==> src/sv/ansi_sgr_attribute_decoder_macros.svh <==
// ---------------------------------------------------------------------------
// ANSI SGR attribute decoder assertion macros
// Clocked assertion wrappers for the decoder's concurrent checks.
// ---------------------------------------------------------------------------
`ifndef ANSI_SGR_ATTRIBUTE_DECODER_MACROS_SVH
`define ANSI_SGR_ATTRIBUTE_DECODER_MACROS_SVH

// check on clk_i, masked while rst_ni is low
`define ASAD_ASSERT(lbl, prop, msg) \
  lbl: assert property (@(posedge clk_i) disable iff (!rst_ni) prop) \
    else $error(msg);

// check on clk_i, also active while rst_ni is low
`define ASAD_ASSERT_ALWAYS(lbl, prop, msg) \
  lbl: assert property (@(posedge clk_i) prop) else $error(msg);

`endif

==> src/sv/asad_pkg.sv <==
// ---------------------------------------------------------------------------
// ANSI SGR attribute decoder package
// Payload structs, SGR codes, flag bit positions and the color map.
// ---------------------------------------------------------------------------
package asad_pkg;

  typedef struct packed {
    logic [7:0] sgr_param;
    logic       last;
  } asad_in_t;

  typedef struct packed {
    logic [5:0] effective_fg;
    logic [5:0] effective_bg;
    logic [8:0] attr_flags;
  } asad_out_t;

  // configuration register indexes
  localparam logic CFG_DEFAULT_FG = 1'b0;
  localparam logic CFG_DEFAULT_BG = 1'b1;

  // color codes
  localparam logic [5:0] COL_WHITE       = 6'd15;
  localparam logic [5:0] COL_DEFAULT     = 6'd16;
  localparam logic [5:0] COL_TRANSPARENT = 6'd32;
  localparam logic [5:0] COL_BRIGHT_OFS  = 6'd8;
  localparam logic [5:0] FG_RESET        = 6'd7;
  localparam logic [5:0] BG_RESET        = 6'd0;

  // flag bit positions
  localparam int unsigned FLAG_BOLD      = 0;
  localparam int unsigned FLAG_BLINK     = 1;
  localparam int unsigned FLAG_ITALICS   = 2;
  localparam int unsigned FLAG_NEGATIVE  = 3;
  localparam int unsigned FLAG_CONCEALED = 4;
  localparam int unsigned FLAG_UNDERLINE = 5;
  localparam int unsigned FLAG_FAINT     = 6;
  localparam int unsigned FLAG_STRIKE    = 7;
  localparam int unsigned FLAG_PROP      = 8;

  // color ranges
  localparam logic [7:0] SGR_FG_LO        = 8'd30;
  localparam logic [7:0] SGR_FG_HI        = 8'd37;
  localparam logic [7:0] SGR_BG_LO        = 8'd40;
  localparam logic [7:0] SGR_BG_HI        = 8'd47;
  localparam logic [7:0] SGR_FG_BRIGHT_LO = 8'd90;
  localparam logic [7:0] SGR_FG_BRIGHT_HI = 8'd97;
  localparam logic [7:0] SGR_BG_BRIGHT_LO = 8'd100;
  localparam logic [7:0] SGR_BG_BRIGHT_HI = 8'd107;

  // single codes
  localparam logic [7:0] SGR_RESET           = 8'd0;
  localparam logic [7:0] SGR_BOLD            = 8'd1;
  localparam logic [7:0] SGR_FAINT           = 8'd2;
  localparam logic [7:0] SGR_ITALICS         = 8'd3;
  localparam logic [7:0] SGR_UNDERLINE       = 8'd4;
  localparam logic [7:0] SGR_BLINK_SLOW      = 8'd5;
  localparam logic [7:0] SGR_BLINK_FAST      = 8'd6;
  localparam logic [7:0] SGR_NEGATIVE        = 8'd7;
  localparam logic [7:0] SGR_CONCEAL         = 8'd8;
  localparam logic [7:0] SGR_STRIKE          = 8'd9;
  localparam logic [7:0] SGR_DBL_UNDERLINE   = 8'd21;
  localparam logic [7:0] SGR_NORMAL_INTENS   = 8'd22;
  localparam logic [7:0] SGR_NO_ITALICS      = 8'd23;
  localparam logic [7:0] SGR_NO_UNDERLINE    = 8'd24;
  localparam logic [7:0] SGR_NO_BLINK        = 8'd25;
  localparam logic [7:0] SGR_PROPORTIONAL    = 8'd26;
  localparam logic [7:0] SGR_NO_NEGATIVE     = 8'd27;
  localparam logic [7:0] SGR_NO_CONCEAL      = 8'd28;
  localparam logic [7:0] SGR_NO_STRIKE       = 8'd29;
  localparam logic [7:0] SGR_FG_DEFAULT      = 8'd39;
  localparam logic [7:0] SGR_BG_DEFAULT      = 8'd49;
  localparam logic [7:0] SGR_NO_PROPORTIONAL = 8'd50;

  // ANSI color order to CGA palette order
  function automatic logic [5:0] ansi_to_cga(input logic [2:0] idx);
    logic [5:0] col;
    case (idx)
      3'd0:    col = 6'd0;
      3'd1:    col = 6'd4;
      3'd2:    col = 6'd2;
      3'd3:    col = 6'd6;
      3'd4:    col = 6'd1;
      3'd5:    col = 6'd5;
      3'd6:    col = 6'd3;
      3'd7:    col = 6'd7;
      default: col = 6'd0;
    endcase
    return col;
  endfunction

endpackage

==> src/sv/ansi_sgr_attribute_decoder.sv <==
// ---------------------------------------------------------------------------
// ANSI SGR attribute decoder
// Applies SGR parameters to the rendition state and reports drawing colors.
// ---------------------------------------------------------------------------
// Usage:
//   Input channel (in_valid_i / in_ready_o / in_data_i) carries one SGR
//   parameter per word plus a last marker; an empty sequence arrives as a
//   single 0 with last set.
//   Every accepted word updates the current colors and flags in that cycle.
//   A word with last set also loads the output register, so its result word
//   appears on out_valid_o / out_data_o in the cycle after acceptance.
//   Throughput is one word per cycle: in_ready_o is high whenever the output
//   register is empty or is being drained in the same cycle.
//   If the receiver stalls with a result pending, in_ready_o drops and the
//   state holds until out_ready_i returns.
//   Reset restores colors 7 / 0, clears all flags and the output valid, and
//   sets the default color registers to 7 / 0.
//   cfg_we_i writes cfg_wdata_i into default_fg (index 0) or default_bg
//   (index 1); writes are registered with no handshake.
// ---------------------------------------------------------------------------
`include "ansi_sgr_attribute_decoder_macros.svh"

module ansi_sgr_attribute_decoder (
  input  logic               clk_i,
  input  logic               rst_ni,
  input  logic               cfg_we_i,
  input  logic               cfg_idx_i,
  input  logic [5:0]         cfg_wdata_i,
  input  logic               in_valid_i,
  output logic               in_ready_o,
  input  asad_pkg::asad_in_t in_data_i,
  output logic               out_valid_o,
  input  logic               out_ready_i,
  output asad_pkg::asad_out_t out_data_o
);
  import asad_pkg::*;

  logic [5:0] default_fg_q, default_bg_q;
  logic [5:0] cur_fg_q, cur_fg_d;
  logic [5:0] cur_bg_q, cur_bg_d;
  logic [8:0] flags_q, flags_d;
  logic       out_valid_q, out_valid_d;
  asad_out_t  out_data_q, res_d;
  logic       in_fire;
  logic [7:0] p;
  logic [7:0] ofs_fg, ofs_bg, ofs_fgb, ofs_bgb;
  logic [5:0] efg, ebg;

  assign in_ready_o = !out_valid_q || out_ready_i;
  assign in_fire    = in_valid_i && in_ready_o;
  assign p          = in_data_i.sgr_param;

  assign ofs_fg  = p - SGR_FG_LO;
  assign ofs_bg  = p - SGR_BG_LO;
  assign ofs_fgb = p - SGR_FG_BRIGHT_LO;
  assign ofs_bgb = p - SGR_BG_BRIGHT_LO;

  // parameter decode
  always_comb begin
    cur_fg_d = cur_fg_q;
    cur_bg_d = cur_bg_q;
    flags_d  = flags_q;
    if (p >= SGR_FG_LO && p <= SGR_FG_HI) begin
      cur_fg_d = ansi_to_cga(ofs_fg[2:0]);
    end else if (p >= SGR_BG_LO && p <= SGR_BG_HI) begin
      cur_bg_d = ansi_to_cga(ofs_bg[2:0]);
    end else if (p >= SGR_FG_BRIGHT_LO && p <= SGR_FG_BRIGHT_HI) begin
      cur_fg_d = ansi_to_cga(ofs_fgb[2:0]) + COL_BRIGHT_OFS;
    end else if (p >= SGR_BG_BRIGHT_LO && p <= SGR_BG_BRIGHT_HI) begin
      cur_bg_d = ansi_to_cga(ofs_bgb[2:0]) + COL_BRIGHT_OFS;
    end else begin
      case (p)
        SGR_RESET: begin
          cur_fg_d = default_fg_q;
          cur_bg_d = default_bg_q;
          flags_d  = '0;
        end
        SGR_BOLD:            flags_d[FLAG_BOLD]      = 1'b1;
        SGR_FAINT:           flags_d[FLAG_FAINT]     = 1'b1;
        SGR_ITALICS:         flags_d[FLAG_ITALICS]   = 1'b1;
        SGR_UNDERLINE,
        SGR_DBL_UNDERLINE:   flags_d[FLAG_UNDERLINE] = 1'b1;
        SGR_BLINK_SLOW,
        SGR_BLINK_FAST:      flags_d[FLAG_BLINK]     = 1'b1;
        SGR_NEGATIVE:        flags_d[FLAG_NEGATIVE]  = 1'b1;
        SGR_CONCEAL:         flags_d[FLAG_CONCEALED] = 1'b1;
        SGR_STRIKE:          flags_d[FLAG_STRIKE]    = 1'b1;
        SGR_NORMAL_INTENS: begin
          flags_d[FLAG_BOLD]  = 1'b0;
          flags_d[FLAG_FAINT] = 1'b0;
        end
        SGR_NO_ITALICS:      flags_d[FLAG_ITALICS]   = 1'b0;
        SGR_NO_UNDERLINE:    flags_d[FLAG_UNDERLINE] = 1'b0;
        SGR_NO_BLINK:        flags_d[FLAG_BLINK]     = 1'b0;
        SGR_PROPORTIONAL:    flags_d[FLAG_PROP]      = 1'b1;
        SGR_NO_NEGATIVE:     flags_d[FLAG_NEGATIVE]  = 1'b0;
        SGR_NO_CONCEAL:      flags_d[FLAG_CONCEALED] = 1'b0;
        SGR_NO_STRIKE:       flags_d[FLAG_STRIKE]    = 1'b0;
        SGR_FG_DEFAULT:      cur_fg_d = default_fg_q;
        SGR_BG_DEFAULT:      cur_bg_d = default_bg_q;
        SGR_NO_PROPORTIONAL: flags_d[FLAG_PROP]      = 1'b0;
        default: ;
      endcase
    end
  end

  // effective colors from the updated state
  always_comb begin
    if (flags_d[FLAG_CONCEALED]) begin
      efg = COL_TRANSPARENT;
      ebg = COL_TRANSPARENT;
    end else begin
      efg = flags_d[FLAG_NEGATIVE] ? cur_bg_d : cur_fg_d;
      ebg = flags_d[FLAG_NEGATIVE] ? cur_fg_d : cur_bg_d;
      if (flags_d[FLAG_BOLD]) begin
        if (efg < COL_BRIGHT_OFS) begin
          efg = efg + COL_BRIGHT_OFS;
        end else if (efg == COL_DEFAULT) begin
          efg = COL_WHITE;
        end
      end
    end
    res_d.effective_fg = efg;
    res_d.effective_bg = ebg;
    res_d.attr_flags   = flags_d;
  end

  assign out_valid_d = (in_fire && in_data_i.last) || (out_valid_q && !out_ready_i);

  always_ff @(posedge clk_i or negedge rst_ni) begin
    if (!rst_ni) begin
      default_fg_q <= FG_RESET;
      default_bg_q <= BG_RESET;
    end else if (cfg_we_i) begin
      case (cfg_idx_i)
        CFG_DEFAULT_FG: default_fg_q <= cfg_wdata_i;
        CFG_DEFAULT_BG: default_bg_q <= cfg_wdata_i;
        default: ;
      endcase
    end
  end

  always_ff @(posedge clk_i or negedge rst_ni) begin
    if (!rst_ni) begin
      cur_fg_q    <= FG_RESET;
      cur_bg_q    <= BG_RESET;
      flags_q     <= '0;
      out_valid_q <= 1'b0;
    end else begin
      out_valid_q <= out_valid_d;
      if (in_fire) begin
        cur_fg_q <= cur_fg_d;
        cur_bg_q <= cur_bg_d;
        flags_q  <= flags_d;
      end
    end
  end

  always_ff @(posedge clk_i) begin
    if (in_fire && in_data_i.last) begin
      out_data_q <= res_d;
    end
  end

  assign out_valid_o = out_valid_q;
  assign out_data_o  = out_data_q;

  `ASAD_ASSERT_ALWAYS(a_reset_empty, !rst_ni |=> !out_valid_o, "result valid during reset")
  `ASAD_ASSERT(a_backpressure, out_valid_o && !out_ready_i |-> !in_ready_o, "input taken while output stalled")
  `ASAD_ASSERT(a_conceal, out_valid_o && out_data_o.attr_flags[FLAG_CONCEALED] |-> out_data_o.effective_fg == COL_TRANSPARENT && out_data_o.effective_bg == COL_TRANSPARENT, "concealed word not transparent")
  `ASAD_ASSERT(a_bold_bright, out_valid_o && out_data_o.attr_flags[FLAG_BOLD] && !out_data_o.attr_flags[FLAG_CONCEALED] |-> out_data_o.effective_fg >= COL_BRIGHT_OFS, "bold foreground left dark")

endmodule
==> config.mk <==
export PLATFORM = sky130hd
export DESIGN_NAME = ansi_sgr_attribute_decoder
export DESIGN_NICKNAME = d
export VERILOG_FILES = /design/src/sv/asad_pkg.sv /design/src/sv/ansi_sgr_attribute_decoder.sv
export VERILOG_INCLUDE_DIRS = /design/src /design/src/sv
export SDC_FILE = /design/constraint.sdc
export NUM_CORES = 1
export LEC_CHECK = 0
export CORE_MARGIN = 10
export CORE_UTILIZATION = 50
export CTS_CLUSTER_SIZE = 16
export DETAILED_ROUTE_END_ITERATION = 16
export DONT_BUFFER_PORTS = 1
export SLEW_MARGIN = 5
export SYNTH_ARGS = -nofsm -noshare
export SYNTH_HDL_FRONTEND = slang
export SYNTH_SLANG_ARGS = --single-unit
==> constraint.sdc <==
create_clock -name clk_i -period 5.2 [get_ports clk_i]
set_input_delay 1.04 -clock clk_i [delete_from_list [all_inputs] [get_ports clk_i]]
set_output_delay 1.04 -clock clk_i [all_outputs]
set_load 0.05 [all_outputs]
Word level (Yosys, flattened, before mapping)
Memory sizes are Yosys's and may differ from the RTL's.
Cells that the tools add are included.
{ "word_totals": {"register_bits": 55, "romBits": 96, "inputBits": 21, "wordCells": 113, "n_memories": 4} }
{ "op_classes": {"n_addsub": 7, "order_cmp": 9, "n_eq_ne": 22, "mux": 35, "n_bitwise": 1, "reduce_logical": 26} }
{ "memory_table": {"columns": ["memory", "words", "word_bits", "read_ports", "rd_ports_with_merged_regs", "wr", "line", "text"], "rows": [
  ["(name not given)", 8, 3, 1, 0, 0, "asad_pkg.sv:78", "case (idx)"],
  ["(name not given)", 8, 3, 1, 0, 0, "asad_pkg.sv:78", null],
  ["(name not given)", 8, 3, 1, 0, 0, "asad_pkg.sv:78", null],
  ["(name not given)", 8, 3, 1, 0, 0, "asad_pkg.sv:78", null]
]} }
{ "ops": {"columns": ["cell", "count"], "rows": [
  ["two-way mux 6 bit", 22],
  ["equality test 8 x 5 -> 1 bit, second input constant", 9],
  ["two-way mux 9 bit", 4],
  ["equality test 8 x 3 -> 1 bit, second input constant", 4],
  ["equality test 8 x 6 -> 1 bit, second input constant", 3],
  ["OR reduction 2 bit", 12],
  ["adder 6 x 4 -> 6 bit, second input constant", 3],
  ["case mux 1 bit (2 select lines)", 9],
  ["equality test 8 x 2 -> 1 bit, second input constant", 2],
  ["equality test 8 x 4 -> 1 bit, second input constant", 2],
  [">= comparator 8 x 7 -> 1 bit, second input constant", 2],
  ["less-or-equal comparator 8 x 6 -> 1 bit, second input constant", 2],
  ["less-or-equal comparator 8 x 7 -> 1 bit, second input constant", 2],
  ["equality test 8 x 1 -> 1 bit, second input constant", 1],
  [">= comparator 8 x 5 -> 1 bit, second input constant", 1],
  [">= comparator 8 x 6 -> 1 bit, second input constant", 1],
  ["logical NOT 8 bit", 1],
  ["logical AND 1 bit", 7],
  ["equality test 6 x 5 -> 1 bit, second input constant", 1],
  ["less-than comparator 6 x 4 -> 1 bit, second input constant", 1],
  ["subtractor 3 bit, second input constant", 2],
  ["AND reduction 2 bit", 2],
  ["subtractor 3 x 1 -> 3 bit, second input constant", 1],
  ["subtractor 3 x 2 -> 3 bit, second input constant", 1],
  ["3 further kinds", 5]
]} }

Logic depth before layout (Yosys ltp)
{ "depth": {"word_depth": 16, "ltp_mapped": 13} }

Worst setup path before layout
Ideal clock, no wire load.
{ "synth_path": {"path_type": "input to register", "start": "input port in_data_i[6] (netlist bit)", "end": "register out_data_q, in the netlist out_data_o[19], data pin", "setup_time_ps": 255, "t_arrival_ps": 3172, "path_slack_ps": 1773, "cell_stages": 11, "cell_sequence": "buf_2 -> or3_4 -> a211o_4 -> a31oi_1 -> nor2_1 -> a31oi_1 -> inv_1 -> ha_1 -> nand3_1 -> mux2i_1 -> a31o_1"} }
{ "synth_between": {"elab_chain_len": 12} }
{ "synth_rtl": {"columns": ["item", "line", "text"], "rows": [
  ["start: declaration", "ansi_sgr_attribute_decoder.sv:31", "input asad_pkg::asad_in_t in_data_i,"],
  ["parallel branches: the longest is 12 deep, another holds >= comparator 8 x 7 -> 1 bit", null, null],
  ["end signal: assignment", "ansi_sgr_attribute_decoder.sv:161", "out_data_q <= res_d;"],
  ["end: declaration", "ansi_sgr_attribute_decoder.sv:43", "asad_out_t out_data_q, res_d;"]
]} }
Several ways; the timed one is not identified.
A chain may end at the register's enable or synchronous reset.

Final worst setup path
Same ends and word-level chain as after synthesis.

==> summary.txt <==
Drt
  – Routed Antenna Nets: 0
  – 1st-iter DRT viols: 179
  – First-pass DRT Iterations: 5
  – DRC viols: 0
  – Vias: 2281
  – Routed WL: 7160 um
  – Drt wl/cell: 19.6 um
  – Vias per inst: 6.23

STA
  – Peak Freq: 0.301 GHz
  – RSZ-0062 raised after global routing: false
  – Pins Over Slew Limit: 0
  – Worst Tran Pin Value: 1.14 ns
  – Min cycle time layout: 3.32 ns
  – Worst slew margin: 24.1%
  – Fin crit share: 63.9%
  – Setup WS post-layout: 1.88 ns
  – Skew final: 0.00655 ns
  – Final hold viol count: 0
  – Setup TNS: 0 ns
  – Final setup vio count: 0

Worst setup path
  – Max incr delay on CP: 0.54 ns
  – Critical Path RT: 5.27 ns
  – Crit Path Max Fanout: 15
  – CP max-delay cell: or4_4
  – Cell family with most CP delay: compound AO/OA/AOI/OAI gates
  – CP Class: input pin to flop
  – Critical Path End Type: flop
  – Worst Path Arrival: 3.39 ns
  – Crit path buf inv count: 1
  – Cell Chain, Critical Path: or4_4 > o31ai_1 > a221o_2 > inv_2 > o21ai_0 > ha_1 > nand3_1 > mux2i_1 > a31o_1
  – Critical Path Start Type: input pin

Global route
  – Largest net degree at the start of global routing: 35
  – Initial antenna violation count: 0
  – Vias in the first global route: 2193
  – First-pass GRT wire length: 11700 um
  – GRT Overall Usage: 14.7%
  – Grt total ovfl: 0

Logic synthesis
  – Mapped Cells: 296
  – YS warnings: 0
  – Synth Flop Type: dfrtp_1
  – Dominant cell type by area after synthesis: dfrtp_1
  – EDFF count, synth: 21
  – Seq/Total Area, Yosys: 48.6%
  – Syn avg cell area: 10.4 sq um
  – Yosys reg bits: 55
  – Top cells by area, synth: dfrtp_1 (23%), edfxtp_1 (21%), mux2_2 (9.2%), dfstp_2 (5.1%), nand2_1 (3.3%)
  – Post-synth top area share: 22.9%
  – Library cells used by synthesis: 62
  – Synth async-reset ratio: 61.8%
  – Synth Net Count: 320
  – Syn Std Cell Area: 3060 sq um

Clock tree
  – CTS clk-pin slew, worst paths: 0.09 ns
  – Sink Count: 55
  – Post-CTS Hold Buffers: 0
  – Clock Tree Buf Depth: 2
  – Root Buffer: clkbuf_8
  – CTS resizes: 0
  – Total CTS buffers: 5
  – Setup repair bufs after CTS: 0
  – CTS tree: done
  – Max H-tree Level: 2
  – Clock Latency Late Sink: 0.31 ns

Floorplanning
  – Number of I/O pins: 44
  – Die H: 98.3 um
  – FP Rows: 28
  – Die Wd: 98.3 um
  – Starting Density: 51.8%
  – Core area: 5920 sq um
  – Die area: 9660 sq um

Finish
  – Area grow syn2layout: 4.00%
  – Seq. cell area: 1490 sq um
  – ANT cells: 0
  – Number of fill cells: 536
  – Commonest non-fill, non-tap cell in the layout: dfrtp_1
  – Fin util: 53.8%
  – Layout cells sized above 1: 18.2%
  – Commonest cells after routing, fill and taps aside: dfrtp_1 (28), nand2_1 (27), mux2_2 (25), edfxtp_1 (21), nor2_1 (19)
  – Multi-input logic area: 1460 sq um
  – Nets: 314

Power
  – Max VDD drop: 163 uV
  – Leakage power: 1.24 nW
  – Pwr dens: 367 nW/um^2

Placement
  – Routability cong.: 0.905
  – Port buffer count: 0
  – Placed wire-length estimate: 5390 um
  – Pre-CTS WS: 1.55 ns

Status
  – Outcome: complete, no violations

Hold path
  – Hold crit path type: input pin to asynchronous set/reset pin

Job
  – MaxCap Viol Count: 0
[path summary, 6_finish.rpt]
check / from / endpoint / slack [ns] / depth (start not counted)
max in group asynchronous: rst_ni / cur_fg_q[1]$_DFFE_PN1P_ / 4.61 / 0
worst min register to register: cur_bg_q[5]$_DFFE_PN0P_ / cur_bg_q[5]$_DFFE_PN0P_ / 0.50 / 2
worst max-delay path: in_data_i[6] / out_data_o[19]$_SDFFCE_PP0P_ / 1.88 / 9
worst max register to register: out_valid_o$_DFF_PN0_ / out_data_o[19]$_SDFFCE_PP0P_ / 2.39 / 4
min in group clk_i: cur_bg_q[5]$_DFFE_PN0P_ / cur_bg_q[5]$_DFFE_PN0P_ / 0.50 / 2
worst min-delay path: rst_ni / flags_q[8]$_DFFE_PN0P_ / 0.41 / 0
[kinds of logic (layout without fill, tap and decap cells)]
group | after synthesis | count (layout) | synth area share, %
AOI/OAI and AO/OA | 84 | 84 | 19.2
xor gates and xnor gates | 2 | 2 | 0.572
adders and majority gates | 3 | 3 | 1.23
buffers and inverters | 28 | 23 | 4.00
DFF | 55 | 55 | 48.6
muxes | 31 | 31 | 11.1
and+or+nand+nor | 93 | 93 | 15.3
[power breakdown]
group	switching (mW)	internal [mW]
combinational	0.162	0.125
sequential	0.101	0.548
clock	0.138	0.0947
[cell usage after synthesis, types with 4 or more instances]
cell and n:
dfrtp_1 28, mux2_2 25, inv_1 9, nand2_1 27, dfstp_2 6, buf_2 8, nor2_1 20, clkbuf_1 6
o31ai_1 5, inv_2 4, and3_1 4, and2_1 4, o21ai_0 15, a31oi_1 7, a21oi_1 15, edfxtp_1 21
a211oi_1 8, nor2b_1 6, mux2i_1 6, nand3_1 7, nor3_1 8
[metal layers]
metal | part of all wire (%) | wire length [um] | vias up | global-route usage, %
met1 | 47 | 3330 | 1108 | 19.8
met5 | 0 | 0 | - | 0
met2 | 46 | 3290 | 68 | 22.1
li1 | - | - | 1097 | -
met4 | 1.5 | 106 | 0 | 4.19
met3 | 6.1 | 436 | 8 | 4.37
[stage by stage]
step                cell area [sq um]  std cells  hold WS (ns)  power (mW)
finish                           3190        366         0.411        1.17
global route                     3190        366         0.390        1.24
CTS                              3190        366         0.401        1.18
detailed placement               3100        358         0.477       0.944
global placement                 3100        358         0.469       0.941
floorplan                        3060        296         0.448       0.868
[area by class of cell]
cell class              count  area share, %
clock buffers               6           2.28
clock inverters             2          0.393
inverters                  13           1.53
multi-input cells         213           45.7
flip-flops and latches     55           46.7
well taps                  75           2.94
repair buffers              2          0.471
[sequential cells by signal, summed over array words and instances (netlist names)]
signal / count
cur_fg_q: 6
default_bg_q: 6
default_fg_q: 6
cur_bg_q: 6
flags_q: 9
out_data_o: 21
out_valid_o: 1
Power figures use the tool's default switching activity.
